**src/sv/lsr_pkg.sv**
```systemverilog
// Shared types, constants and control-store program for the GF(257)
// secret reconstruction block. No dependencies.
package lsr_pkg;

  // Field modulus and element width
  localparam int unsigned FIELD_P = 257;
  localparam int unsigned ELEM_W = 9;
  localparam int unsigned COUNT_W = 5;
  localparam int unsigned MAX_SHARES_DEFAULT = 16;
  localparam logic [COUNT_W-1:0] SHARE_COUNT_RESET = 5'd3;

  // Inverse by d^255: one opening square, then seven multiplies by d with a
  // square between each pair
  localparam int unsigned INV_MULS = 7;
  localparam int unsigned K_W = 3;

  // Configuration register indexes
  localparam logic REG_SHARE_COUNT = 1'b0;

  // Program steps
  localparam int unsigned STEP_W = 4;
  typedef logic [STEP_W-1:0] step_t;
  localparam step_t STEP_IDLE     = 4'd0;
  localparam step_t STEP_LOOP_NUM = 4'd1;
  localparam step_t STEP_LOOP_DEN = 4'd2;
  localparam step_t STEP_INV_SQ0  = 4'd3;
  localparam step_t STEP_INV_MUL  = 4'd4;
  localparam step_t STEP_INV_SQ   = 4'd5;
  localparam step_t STEP_WEIGHT   = 4'd6;
  localparam step_t STEP_PRODUCT  = 4'd7;
  localparam step_t STEP_ACCUM    = 4'd8;

  typedef logic [ELEM_W-1:0] elem_t;

  // Multiplier operand and destination selects
  typedef enum logic [1:0] {
    A_NUM,
    A_DEN,
    A_X
  } a_sel_t;

  typedef enum logic [2:0] {
    B_NEG_L,
    B_DIFF,
    B_DEN,
    B_X,
    B_NUM,
    B_V
  } b_sel_t;

  typedef enum logic [1:0] {
    D_NONE,
    D_NUM,
    D_DEN,
    D_X
  } dest_t;

  // Jump conditions
  typedef enum logic [2:0] {
    C_NEVER,
    C_ALWAYS,
    C_L_MORE,
    C_K_DONE,
    C_NO_START
  } cond_t;

  // One control word
  typedef struct packed {
    logic   load;
    a_sel_t a_sel;
    b_sel_t b_sel;
    dest_t  dest;
    logic   skip_eq;
    logic   l_inc;
    logic   k_clr;
    logic   k_inc;
    logic   accum;
    cond_t  cond;
    step_t  target;
  } ctl_t;

  // Status flags from the datapath to the sequencer
  typedef struct packed {
    logic start;
    logic l_more;
    logic k_done;
  } flags_t;

  // Control store
  function automatic ctl_t lsr_rom(input step_t step);
    ctl_t w;
    w = '{load: 1'b0, a_sel: A_X, b_sel: B_X, dest: D_NONE, skip_eq: 1'b0,
          l_inc: 1'b0, k_clr: 1'b0, k_inc: 1'b0, accum: 1'b0,
          cond: C_ALWAYS, target: STEP_IDLE};
    unique case (step)
      STEP_IDLE: begin
        w.load   = 1'b1;
        w.cond   = C_NO_START;
        w.target = STEP_IDLE;
      end
      STEP_LOOP_NUM: begin
        w.a_sel   = A_NUM;
        w.b_sel   = B_NEG_L;
        w.dest    = D_NUM;
        w.skip_eq = 1'b1;
        w.cond    = C_NEVER;
      end
      STEP_LOOP_DEN: begin
        w.a_sel   = A_DEN;
        w.b_sel   = B_DIFF;
        w.dest    = D_DEN;
        w.skip_eq = 1'b1;
        w.l_inc   = 1'b1;
        w.cond    = C_L_MORE;
        w.target  = STEP_LOOP_NUM;
      end
      STEP_INV_SQ0: begin
        w.a_sel = A_DEN;
        w.b_sel = B_DEN;
        w.dest  = D_X;
        w.k_clr = 1'b1;
        w.cond  = C_NEVER;
      end
      STEP_INV_MUL: begin
        w.a_sel  = A_X;
        w.b_sel  = B_DEN;
        w.dest   = D_X;
        w.k_inc  = 1'b1;
        w.cond   = C_K_DONE;
        w.target = STEP_WEIGHT;
      end
      STEP_INV_SQ: begin
        w.a_sel  = A_X;
        w.b_sel  = B_X;
        w.dest   = D_X;
        w.cond   = C_ALWAYS;
        w.target = STEP_INV_MUL;
      end
      STEP_WEIGHT: begin
        w.a_sel = A_X;
        w.b_sel = B_NUM;
        w.dest  = D_X;
        w.cond  = C_NEVER;
      end
      STEP_PRODUCT: begin
        w.a_sel = A_X;
        w.b_sel = B_V;
        w.dest  = D_X;
        w.cond  = C_NEVER;
      end
      STEP_ACCUM: begin
        w.accum  = 1'b1;
        w.cond   = C_ALWAYS;
        w.target = STEP_IDLE;
      end
      default: begin
        w.cond   = C_ALWAYS;
        w.target = STEP_IDLE;
      end
    endcase
    return w;
  endfunction

endpackage

```
**src/sv/lsr_mulmod.sv**
```systemverilog
// Multiplier modulo 257 for operands in 0..256.
// Depends on lsr_pkg for the element type.
module lsr_mulmod (
  input  lsr_pkg::elem_t a,
  input  lsr_pkg::elem_t b,
  output lsr_pkg::elem_t p
);

  logic [2*lsr_pkg::ELEM_W-1:0] prod;
  logic [lsr_pkg::ELEM_W:0]     hi;
  logic [lsr_pkg::ELEM_W:0]     lo;

  // Fold with 256 = -1 mod 257: result is low byte minus high part
  always_comb begin
    prod = a * b;
    hi   = prod[2*lsr_pkg::ELEM_W-1:8];
    lo   = {2'b00, prod[7:0]};
    if (lo >= hi) begin
      p = lsr_pkg::ELEM_W'(lo - hi);
    end else begin
      p = lsr_pkg::ELEM_W'(lo + 10'(lsr_pkg::FIELD_P) - hi);
    end
  end

endmodule

```
**src/sv/lsr_sequencer.sv**
```systemverilog
// Step counter and control-store fetch with conditional jumps.
// Depends on lsr_pkg for the program and control word.
module lsr_sequencer (
  input  logic            clk,
  input  logic            rst,
  input  lsr_pkg::flags_t flags,
  output lsr_pkg::ctl_t   ctl,
  output logic            busy
);

  lsr_pkg::step_t pc;
  lsr_pkg::step_t pc_next;
  logic           take;

  // Fetch the control word for the current step
  assign ctl  = lsr_pkg::lsr_rom(pc);
  assign busy = (pc != lsr_pkg::STEP_IDLE);

  // Evaluate the jump condition
  always_comb begin
    unique case (ctl.cond)
      lsr_pkg::C_NEVER:    take = 1'b0;
      lsr_pkg::C_ALWAYS:   take = 1'b1;
      lsr_pkg::C_L_MORE:   take = flags.l_more;
      lsr_pkg::C_K_DONE:   take = flags.k_done;
      lsr_pkg::C_NO_START: take = !flags.start;
      default:             take = 1'b1;
    endcase
    pc_next = take ? ctl.target : pc + 1'b1;
  end

  // Advance the step counter
  always_ff @(posedge clk) begin
    if (rst) begin
      pc <= lsr_pkg::STEP_IDLE;
    end else begin
      pc <= pc_next;
    end
  end

endmodule

```
**src/sv/lsr_datapath.sv**
```systemverilog
// Datapath: operand registers, shared mod-257 multiplier, loop counters,
// round position and running sum. Depends on lsr_pkg and lsr_mulmod.
module lsr_datapath #(
  parameter int unsigned MAX_SHARES = lsr_pkg::MAX_SHARES_DEFAULT
) (
  input  logic                         clk,
  input  logic                         rst,
  input  lsr_pkg::ctl_t                ctl,
  input  logic                         start,
  input  logic [lsr_pkg::COUNT_W-1:0]  share_count,
  input  lsr_pkg::elem_t               share_value,
  output lsr_pkg::flags_t              flags,
  output logic                         done,
  output lsr_pkg::elem_t               secret
);

  localparam int unsigned CW = lsr_pkg::COUNT_W;
  localparam int unsigned EW = lsr_pkg::ELEM_W;

  // Per-share working registers
  lsr_pkg::elem_t   num;
  lsr_pkg::elem_t   den;
  lsr_pkg::elem_t   x;
  lsr_pkg::elem_t   v;
  logic [CW-1:0]    j;
  logic [CW-1:0]    l;
  logic [CW-1:0]    n;
  logic [lsr_pkg::K_W-1:0] k;

  // Round state
  logic [CW-1:0]    position;
  lsr_pkg::elem_t   running_sum;

  logic [CW-1:0]    n_eff;
  lsr_pkg::elem_t   v_red;
  lsr_pkg::elem_t   neg_l;
  lsr_pkg::elem_t   diff;
  lsr_pkg::elem_t   op_a;
  lsr_pkg::elem_t   op_b;
  lsr_pkg::elem_t   prod;
  lsr_pkg::elem_t   sum_next;
  logic [EW:0]      sum_wide;
  logic             wr_en;
  logic             accept;

  assign accept = ctl.load && start;

  // Clamp the share count to 1..MAX_SHARES
  always_comb begin
    if (share_count == '0) begin
      n_eff = CW'(1);
    end else if (32'(share_count) > MAX_SHARES) begin
      n_eff = CW'(MAX_SHARES);
    end else begin
      n_eff = share_count;
    end
  end

  // Reduce the incoming value into the field
  assign v_red = (share_value >= EW'(lsr_pkg::FIELD_P)) ?
                 share_value - EW'(lsr_pkg::FIELD_P) : share_value;

  // Loop terms: -l and j - l, both mod 257
  assign neg_l = EW'(lsr_pkg::FIELD_P) - EW'(l);
  assign diff  = (j >= l) ? EW'(j - l) : EW'(lsr_pkg::FIELD_P) - EW'(l - j);

  // Operand selection
  always_comb begin
    case (ctl.a_sel)
      lsr_pkg::A_NUM: op_a = num;
      lsr_pkg::A_DEN: op_a = den;
      default:        op_a = x;
    endcase
    case (ctl.b_sel)
      lsr_pkg::B_NEG_L: op_b = neg_l;
      lsr_pkg::B_DIFF:  op_b = diff;
      lsr_pkg::B_DEN:   op_b = den;
      lsr_pkg::B_NUM:   op_b = num;
      lsr_pkg::B_V:     op_b = v;
      default:          op_b = x;
    endcase
  end

  lsr_mulmod u_mul (
    .a (op_a),
    .b (op_b),
    .p (prod)
  );

  // Skip the product term for l equal to j
  assign wr_en = !(ctl.skip_eq && (l == j));

  // Add into the running sum mod 257
  always_comb begin
    sum_wide = {1'b0, running_sum} + {1'b0, x};
    if (sum_wide >= (EW+1)'(lsr_pkg::FIELD_P)) begin
      sum_next = EW'(sum_wide - (EW+1)'(lsr_pkg::FIELD_P));
    end else begin
      sum_next = EW'(sum_wide);
    end
  end

  assign flags.start  = start;
  assign flags.l_more = (l != n);
  assign flags.k_done = (k == lsr_pkg::K_W'(lsr_pkg::INV_MULS - 1));

  // Working registers: load on accept, write back the product
  always_ff @(posedge clk) begin
    if (accept) begin
      v   <= v_red;
      j   <= position + 1'b1;
      n   <= n_eff;
      l   <= CW'(1);
      num <= EW'(1);
      den <= EW'(1);
    end else begin
      if (wr_en) begin
        case (ctl.dest)
          lsr_pkg::D_NUM: num <= prod;
          lsr_pkg::D_DEN: den <= prod;
          lsr_pkg::D_X:   x   <= prod;
          default: ;
        endcase
      end
      if (ctl.l_inc) begin
        l <= l + 1'b1;
      end
    end
    if (ctl.k_clr) begin
      k <= '0;
    end else if (ctl.k_inc) begin
      k <= k + 1'b1;
    end
  end

  // Round state and result beat
  always_ff @(posedge clk) begin
    if (rst) begin
      position    <= '0;
      running_sum <= '0;
      done        <= 1'b0;
    end else begin
      done <= 1'b0;
      if (ctl.accum) begin
        if (j >= n) begin
          position    <= '0;
          running_sum <= '0;
          done        <= 1'b1;
        end else begin
          position    <= j;
          running_sum <= sum_next;
        end
      end
    end
  end

  // Hold the secret for the result beat
  always_ff @(posedge clk) begin
    if (ctl.accum && (j >= n)) begin
      secret <= sum_next;
    end
  end

endmodule

```
**src/sv/lagrange_secret_reconstruction.sv**
```systemverilog
// Top level of the GF(257) Shamir reconstruction block: configuration
// port, sequencer and datapath. Depends on lsr_pkg, lsr_sequencer, lsr_datapath.
//
// Shares are taken one per start beat, in x order 1..n, while busy is low.
// Each share then runs the control-store program, whose multiplying steps
// all share the one mod-257 multiplier: 2n steps for the Lagrange numerator
// and denominator, 14 for the inverse by raising to the power 255, and one
// each for weight and product, then one step for accumulation. On the closing
// share of a round, done pulses for one cycle with secret valid; the receiver
// cannot stall and must take it then. The user must write share_count over
// the APB port only while busy is low; the block itself does not enforce this.
module lagrange_secret_reconstruction #(
  parameter int unsigned MAX_SHARES = lsr_pkg::MAX_SHARES_DEFAULT
) (
  input  logic                         clk,
  input  logic                         rst,
  input  logic                         psel,
  input  logic                         penable,
  input  logic                         pwrite,
  input  logic [2:0]                   paddr,
  input  logic [31:0]                  pwdata,
  output logic [31:0]                  prdata,
  output logic                         pready,
  input  logic                         start,
  input  lsr_pkg::elem_t               share_value,
  output logic                         busy,
  output logic                         done,
  output lsr_pkg::elem_t               secret
);

  logic [lsr_pkg::COUNT_W-1:0] share_count;
  lsr_pkg::ctl_t               ctl;
  lsr_pkg::flags_t             flags;

  assign pready = 1'b1;

  // Register write on the access beat
  always_ff @(posedge clk) begin
    if (rst) begin
      share_count <= lsr_pkg::SHARE_COUNT_RESET;
    end else if (psel && penable && pwrite && (paddr[2] == lsr_pkg::REG_SHARE_COUNT)) begin
      share_count <= pwdata[lsr_pkg::COUNT_W-1:0];
    end
  end

  // Register read
  always_comb begin
    if (paddr[2] == lsr_pkg::REG_SHARE_COUNT) begin
      prdata = 32'(share_count);
    end else begin
      prdata = '0;
    end
  end

  lsr_sequencer u_seq (
    .clk   (clk),
    .rst   (rst),
    .flags (flags),
    .ctl   (ctl),
    .busy  (busy)
  );

  lsr_datapath #(
    .MAX_SHARES (MAX_SHARES)
  ) u_dp (
    .clk         (clk),
    .rst         (rst),
    .ctl         (ctl),
    .start       (start),
    .share_count (share_count),
    .share_value (share_value),
    .flags       (flags),
    .done        (done),
    .secret      (secret)
  );

endmodule

```
**config.mk**
```make
export PLATFORM = sky130hd
export DESIGN_NAME = lagrange_secret_reconstruction
export DESIGN_NICKNAME = d
export VERILOG_FILES = /design/src/sv/lsr_pkg.sv /design/src/sv/lsr_mulmod.sv /design/src/sv/lsr_sequencer.sv /design/src/sv/lsr_datapath.sv /design/src/sv/lagrange_secret_reconstruction.sv
export SDC_FILE = /design/constraint.sdc
export NUM_CORES = 1
export LEC_CHECK = 0
export ABC_AREA = 1
export BUFFER_PORTS_ARGS = -buffer_cell sky130_fd_sc_hd__buf_2
export CAP_MARGIN = 20
export CELL_PAD_IN_SITES_DETAIL_PLACEMENT = 0
export CELL_PAD_IN_SITES_GLOBAL_PLACEMENT = 1
export CORE_MARGIN = 10
export CORE_UTILIZATION = 45
export CTS_CLUSTER_DIAMETER = 100
export DETAILED_ROUTE_END_ITERATION = 16
export HOLD_SLACK_MARGIN = 0.03
export PLACE_DENSITY_LB_ADDON = 0.05
export RECOVER_POWER = 25
export SYNTH_ARGS = -nofsm -noshare
export SYNTH_HDL_FRONTEND = slang
export SYNTH_SLANG_ARGS = --single-unit
```
**constraint.sdc**
```tcl
create_clock -name clk -period 8.6 [get_ports clk]
set_input_delay 0.43 -clock clk [delete_from_list [all_inputs] [get_ports clk]]
set_output_delay 0.43 -clock clk [all_outputs]
set_load 0.005 [all_outputs]
```
After elaboration in Yosys (flattened, before gate mapping):

Index checks and enable logic that the tools add are counted.

* register bits: 87
* bits of input ports: 50

* $add $sub $neg: 14
* multiply operators: 1
* $lt $le $gt $ge: 6
* equality and inequality tests: 22
* mux-type cells: 22
* bitwise logic cells: 4
* reduce and logical (&&, ||, !) cells: 20

Operator list (number)
* one-hot mux 7 bit (7 select lines): 1
* 2-to-1 mux 9 bit: 5
* one-hot mux 9 bit (5 select lines): 1
* multiplier 9 x 9 -> 18 bit: 1
* one-hot mux 9 bit (2 select lines): 1
* subtractor 9 bit, second input constant: 2
* equality test 4 x 3 -> 1 bit, second input constant: 4
* 2-to-1 mux 5 bit: 3
* equality test 3 bit, second input constant: 4
* one-hot mux 3 bit (4 select lines): 1
* subtractor 5 x 5 -> 6 bit: 2
* adder 5 x 1 -> 5 bit, second input constant: 2
* adder 9 x 9 -> 10 bit: 1
* greater-or-equal comparator 10 x 9 -> 1 bit, second input constant: 1
* greater-or-equal comparator 5 bit: 2
* greater-or-equal comparator 8 x 10 -> 1 bit: 1
* adder 8 x 9 -> 9 bit, second input constant: 1
* equality test 3 x 2 -> 1 bit, second input constant: 3
* greater-or-equal comparator 9 bit, second input constant: 1
* one-hot mux 3 bit (3 select lines): 1
* subtractor 8 x 9 -> 9 bit: 1
* subtractor 9 x 5 -> 9 bit, first input constant: 1
* subtractor 9 bit: 1
* subtractor 9 bit, first input constant: 1
* other kinds (26): 47

Logic depth before layout (Yosys ltp):

Gate-level depths: netlist of the first run.

* word-level depth: 8
* gate-level depth with buffers: 49

Modules after synthesis:

Synthesis of the first run repeated with hierarchy kept, for this count alone.

* cells, all modules: 1376
* area, all modules: 9818.2 um^2

By module, submodules not included
* lsr_datapath: times used 1, cells an instance 681, area each 5136.2 um^2, sequential area each 1931.9 um^2
* lsr_mulmod: times used 1, cells an instance 541, area each 3671.0 um^2, sequential area each 0.0 um^2
* lsr_sequencer: times used 1, cells an instance 79, area each 516.7 um^2, sequential area each 80.1 um^2
* lagrange_secret_reconstruction: times used 1, cells an instance 75, area each 494.2 um^2, sequential area each 100.1 um^2

Least setup slack after synthesis of the first run:

Ideal clock, no wire load.

* path type: reg2reg
* start point: register u_dp.l[3]
* end point: register u_dp.x[8] (data pin)
* setup time: 0.257 ns
* arrival: 7.228 ns
* required time: 8.343 ns
* setup slack: 1.115 ns
* stages on the path, launching flop included: 42
* buffers on the path: 2
* period minus slack after synthesis: 7.485 ns
* cells stage by stage: dfxtp_1 > clkbuf_1 > inv_1 > ha_1 > clkbuf_1 > o21ai_0 > nand2_1 > nand2_1 > nand3_1 > o21ai_0 > nand2_2 > nor2_2 > a21oi_1 > o2111ai_2 > nand2_2 > nor2_1 > fa_1 > inv_1 > [... 6 more ...] > ha_1 > a21oi_1 > o21ai_0 > a31o_2 > xnor2_1 > inv_1 > fa_1 > inv_1 > a21oi_1 > nand2_1 > nand2_1 > nand2_1 > a21oi_1 > o21ai_0 > nand2_1 > nand3_1 > nand3_1 > nand2_1

* cells in the longest elaborated chain, start to end: 8
* elaborated cells on any way between the ends: 13
* classes of those cells: add/sub (7); mul (1); order compare (2); mux (3)

RTL lines
* start: declaration: RTL line lsr_datapath.sv:26 `logic [CW-1:0] l;`
* start signal: assignment: RTL line lsr_datapath.sv:126 `l <= l + 1'b1;`
* subtractor 5 x 5 -> 6 bit: RTL line lsr_datapath.sv:65 `assign diff = (j >= l) ? EW'(j - l) : EW'(lsr_pkg::FIELD_P) - EW'(l - j);`
* subtractor 9 bit: RTL line lsr_datapath.sv:65
* 2-to-1 mux 9 bit: RTL line lsr_datapath.sv:65
* one-hot mux 9 bit (5 select lines) *: RTL line lsr_datapath.sv:74 `case (ctl.b_sel)`
* multiplier 9 x 9 -> 18 bit *: RTL line lsr_mulmod.sv:15 `prod = a * b;`
* adder 8 x 9 -> 9 bit: RTL line lsr_mulmod.sv:21 `p = lsr_pkg::ELEM_W'(lo + 10'(lsr_pkg::FIELD_P) - hi);`
* subtractor 9 bit: RTL line lsr_mulmod.sv:21
* 2-to-1 mux 9 bit *: RTL line lsr_mulmod.sv:18 `if (lo >= hi) begin`
* via u_dp.prod[8]: RTL line lsr_datapath.sv:40 `lsr_pkg::elem_t prod;`
* end signal: assignment: RTL line lsr_datapath.sv:121 `lsr_pkg::D_X: x <= prod;`
* end: declaration: RTL line lsr_datapath.sv:23 `lsr_pkg::elem_t x;`

The timed path passes the listed nets; every way through them passes the cells marked *.
A chain may end at the register's enable or synchronous reset.

Worst setup path in the final report of the first run:

* start point: register u_seq.pc[0]
* end point: register u_dp.den[8]

* cells in the longest elaborated chain, start to end: 8
* elaborated cells on any way between the ends: 32
* classes of those cells: add/sub (3); mul (1); order compare (1); eq/ne (13); mux (6); bitwise (1); reduce/logical (7)

RTL lines
* start: declaration: RTL line lsr_sequencer.sv:11 `lsr_pkg::step_t pc;`
* start signal: assignment: RTL line lsr_sequencer.sv:35 `pc <= lsr_pkg::STEP_IDLE;`
* start signal: assignment: RTL line lsr_sequencer.sv:37 `pc <= pc_next;`
* equality test 4 x 3 -> 1 bit, or another cell as far along: RTL line lsr_pkg.sv:95 `unique case (step)`
* one-hot mux 7 bit (7 select lines): RTL line lsr_pkg.sv:95
* equality test 3 bit, or another cell as far along: RTL line lsr_datapath.sv:74
* one-hot mux 9 bit (5 select lines) / one-hot mux 9 bit (2 select lines) (equally long branches): RTL line lsr_datapath.sv:74, lsr_datapath.sv:69
* multiplier 9 x 9 -> 18 bit: RTL line lsr_mulmod.sv:15
* adder 8 x 9 -> 9 bit: RTL line lsr_mulmod.sv:21
* subtractor 9 bit: RTL line lsr_mulmod.sv:21
* 2-to-1 mux 9 bit: RTL line lsr_mulmod.sv:18
* end signal: assignment: RTL line lsr_datapath.sv:120 `lsr_pkg::D_DEN: den <= prod;`
* end: declaration: RTL line lsr_datapath.sv:22 `lsr_pkg::elem_t den;`

Parallel ways exist; a longest one is shown, timed or not.

==> results of run 1 <==
## worst register-to-register path, delay by kind of cell, from the launching register on
| family | cells | cell delay (ns) |
|---|---|---|
| adders and majority gates | 8 | 3.52 |
| and+or+nand+nor | 13 | 1.65 |
| AOI/OAI and AO/OA | 6 | 1.55 |
| buffers and inverters | 8 | 0.73 |
| DFF | 1 | 0.38 |
| xor gates and xnor gates | 1 | 0.22 |
## cells in the final DEF (no fill, tap or decap), types with 24 or more instances in the layout
master	synthesis	layout
ha_1	94	92
inv_2	27	28
nand3_1	77	76
conb_1	2	28
edfxtp_1	37	37
dfxtp_1	50	49
fa_1	58	58
xor2_1	28	27
nand2_1	240	239
inv_1	237	236
o21ai_0	27	24
a21oi_1	73	69
nor2_1	113	113
## registers in the layout, indices dropped and copies added, names as in the netlist
register and cells:
u_dp.n 5, u_dp.running_sum 9, u_dp.den 9, u_dp.x 9, u_dp.v 9, u_dp.num 9, u_seq.pc 4, share_count 5
u_dp.l 5, u_dp.k 3, u_dp.done 1, u_dp.position 5, u_dp.j 5, u_dp.secret 9
## what timing repair did
item	in CTS	in global routing
hold endpoints to repair	0	0
setup buffers	0	2
setup endpoints to repair	0	27
resized for setup	0	20
## per-layer routing
metal | vias up | share of wire (%) | global-route usage (%)
met1 | 3610 | 48 | 24.4
met3 | 23 | 3.4 | 2.17
met2 | 116 | 47 | 29.7
met4 | 0 | 1.6 | 4.75
li1 | 4043 | - | -
met5 | - | 0 | 0
## kinds of logic after synthesis
logic type	after synthesis	synth area share, %
simple gates	493	22.6
buf+inv	307	13.6
compound gates	170	12.0
fa+ha+maj	152	24.8
flops	87	22.4
xor+xnor	47	4.60
other cells	2	0.0795
## layout make-up
cell class | count | share of cell area [%]
Multi-Input combinational cell | 890 | 60.4
Inverter | 266 | 9.76
Clock buffer | 9 | 2.18
Tap cell | 270 | 3.28
Clock inverter | 7 | 0.886
Sequential cell | 87 | 20.5
Timing Repair Buffer | 56 | 3.02
## stage by stage
step | cells | TNS, ns | hold WS (ns) | worst slack, ns | instance area [sq um]
after floorplan | 1284 | 0 | 0.450 | 1.12 | 9540
after global placement | 1566 | 0 | 0.458 | 0.289 | 9910
after detailed placement | 1566 | 0 | 0.466 | 0.248 | 9910
after CTS | 1582 | 0 | 0.284 | 0.213 | 10200
after global routing | 1585 | -0.0185 | 0.297 | -0.0185 | 10300
final | 1585 | 0 | 0.296 | 0.483 | 10300
## final timing paths
| kind | start | to |
|---|---|---|
| max | u_seq.pc[0] | u_dp.den[8] |
| min | pwdata[1] | share_count[1] |
| max reg2reg | u_seq.pc[0] | u_dp.den[8] |
| min reg2reg | u_dp.running_sum[6] | u_dp.running_sum[6] |
==> reports/qor.yml, run 1 <==
status: "finished clean"
routabilityCongestion: 0.873
ff2ff_path_depth: 36
syn_to_final_growth_pct: 9.17
multi_input_area_sq_um: 6220
synth_area_sq_um: 9440
grt_max_degree: 28
fin_skew_ns: 0.0124
synthCells: 1258
yosysWarnings: 0
first_global_vias: 7758
vias: 7792
synth_seq_cells: 87
synth_edf_count: 37
cts-root-buf: "clkbuf_16"
r2r_slack_ns: 0.48
cp-end-kind: "flop"
drive_gt1_share_pct: 12.3
utilization_pct: 50.5
timing.fmax_ghz: 0.123
ys_top_cells_by_count: "nand2_1, inv_1, nor2_1, ha_1, nand3_1"
synth_most_common_cell: "nand2_1"
cp-start-kind: "flop"
die_area_sq_um: 27200
cp.required_ns: 8.86
synth_top_cell_area_share_pct: 12.5
critPathTopFamily: "adder cells"
core_area_sq_um: 20400
setup_viol: 0
synth.avg_cell_area_sq_um: 7.51
drv_cap: 0
ys_seq_area_share_pct: 22.4
route.detailed.drc: 0
yosysTopAreaCell: "ha_1"
antenna_found_initial: 0
max_stage_delay_ns: 0.71
critPathSlowestCell: "a221oi_2"
critPathKind: "reg -> reg"
grt_pass1_wl_um: 39200
path_buf_inv: 8
diodes: 0
antenna_left: 0
initial_core_util_pct: 46.2
cts_inserted_buffers: 9
synth.distinct_cells: 58
ios: 94
overflow: 0
max_slew_margin_pct: 34.0
maxSlewViolCount: 0
worst_slew_pin_slew_ns: 0.986
regArea_sq_um: 2110
finalCritPeriodShare_pct: 94.4
critPathMaxFanout: 11
cts_htree_levels: 3
hold_path_depth: 3
postCtsHoldBufs: 0
clock_sinks: 87
dp_hpwl_um: 19700
die-height_um: 165
synthArstFlopShare_pct: 0
arrival_ns: 8.38
die_x_um: 165
clockBufferDepth: 2
portBuffers: 36
layout_min_cycle_time_ns: 8.12
crit_cells: 36
yosys-top-cells-area: "ha_1, fa_1, edfxtp_1"
min-delay-path-class: "in -> reg"
clock_latency_ns: 0.36
finalWirelength_um: 23600
synthFlopType: "dfxtp_1"
n_fill_cell: 2141
finalHoldViolCount: 0
wire_per_inst_um: 14.9
grt_usage_pct: 18.0
fin_nets: 1512
cts_tree: "yes"
viasPerCell: 4.92
first_pass_iters: 5
rows: 52
clkTransAtPathRegs_ns: 0.08
drt_iter0_drc: 331
Power of run 1 is left out: the tool's default activity adds up to more than one toggle a clock period on the data nets, which glitch-free logic cannot reach.
==> run 2: changes to the inputs <==
Settings changed: CORE_UTILIZATION 45 to 41.
Clock period 8.6 ns to 7.14 ns, I/O delays scaled along.
==> reports/qor.yml, run 2 (synthesis gave the netlist of run 1 again) <==
status: "finished with violations"
violations: "setup timing"
first_pass_iters: 5
cp-start-kind: "flop"
setup_viol: 27
cts_tree: "yes"
final_cell_mix: "inv_1, nand2_1, buf_4"
final_cells: 1798
cp.required_ns: 7.40
cts_inserted_buffers: 9
first_global_vias: 8748
antenna_left: 0
timing.fmax_ghz: 0.137
max_slew_margin_pct: 24.2
preCtsSetupSlack_ns: -0.643
die_area_sq_um: 29500
clock_sinks: 87
regArea_sq_um: 2110
dp_hpwl_um: 22000
critPathMaxFanout: 7
r2r-start: "u_dp.j[0]"
clockBufferDepth: 2
cts-root-buf: "clkbuf_16"
grt_setup_unrepaired: "yes"
worst_slack_ns: -0.177
initial_core_util_pct: 41.7
diodes: 0
route.detailed.drc: 0
drv_cap: 0
viasPerCell: 4.77
finalWirelength_um: 26800
finalCritPeriodShare_pct: 102
grt_pass1_wl_um: 44300
final_common_cell: "inv_1"
hold_end: "share_count[0]"
clkTransAtPathRegs_ns: 0.09
hold_path_depth: 3
grt_max_degree: 39
routabilityCongestion: 0.928
layout_min_cycle_time_ns: 7.32
n_fill_cell: 2223
fin_nets: 1710
fin_skew_ns: 0.0237
clock_latency_ns: 0.36
arrival_ns: 7.58
portBuffers: 36
drive_gt1_share_pct: 31.6
maxSlewViolCount: 0
antenna_found_initial: 0
cp-end-kind: "flop"
cts_htree_levels: 3
critPathKind: "reg -> reg"
ios: 94
critPathSlowestCell: "fa_1"
worst_slew_pin_slew_ns: 1.13
drt_iter0_drc: 448
core_area_sq_um: 22600
die-height_um: 172
dp.cells: 1752
multi_input_area_sq_um: 6900
wire_per_inst_um: 14.9
syn_to_final_growth_pct: 32.5
r2r_slack_ns: -0.18
timing.rr.end: "u_dp.den[7]"
overflow: 0
grt_usage_pct: 18.8
max_stage_delay_ns: 0.55
hp-start: "pwdata[0]"
ff2ff_path_depth: 50
die_x_um: 172
rows: 55
vias: 8578
finalHoldViolCount: 0
min-delay-path-class: "in -> reg"
fin_setup_tns_ns: -3.27
run 2: cell count changes in the layout (fill, tap and decap cells not counted), sizes merged:
cell	delta
nand2	+1
buf	+201
clkbuf	-4
run 2: routing by layer:
metal / part of all wire [%] / GRT usage, % / up-vias
li1: - / - / 4447
met1: 47 / 24.7 / 3971
met2: 48 / 31.9 / 133
met4: 2.2 / 4.95 / 0
met5: 0 / 0 / -
met3: 2.6 / 2.34 / 27
run 2: cell type report:
class	instances	area share (%)
clock buffer	9	1.80
clock inverter	7	0.690
inverter	266	8.12
multi-input combinational	891	55.2
sequential	87	16.9
tap	285	2.85
timing repair buffer	253	14.5
run 2: per-stage QoR:
step                      util (%)  area (sq um)  hold WS [ns]
final                         55.2         12500         0.210
after CTS                     54.1         12200         0.205
after global placement        49.8         11300         0.470
after detailed placement      49.8         11300         0.478
after global routing          55.2         12500         0.222
after floorplan                  -          9600         0.450
run 2: worst max-delay path by stage:
stage / from / to / slack, ns / cells past startpoint
2_1_floorplan: u_dp.j[0] / u_dp.x[8] / 0.01 / 42
3_3_place_gp: u_dp.j[0] / u_dp.x[8] / -0.59 / 42
3_5_place_dp: u_dp.j[0] / u_dp.x[8] / -0.64 / 42
4_1_cts: u_dp.j[0] / u_dp.num[8] / -0.24 / 46
5_1_grt: u_dp.j[0] / u_dp.den[7] / -0.62 / 46
6_report: u_dp.j[0] / u_dp.den[7] / -0.18 / 50
run 2: worst max-delay path: cells and delay by family, from the launching register on:
kind	cells	cell delay [ns]
adders and majority gates	7	2.71
and+or+nand+nor	21	1.89
buffers and inverters	18	1.58
AOI/OAI and AO/OA	4	0.64
DFF	1	0.42
run 2: repair_timing:
item,CTS,global route
gates resized for setup,122,47
hold buffers,0,0
endpoints found under the setup margin,27,27
cloned,1,0
buffers inserted,22,10
pin swaps,83,48
Power of run 2 is left out for the same reason.
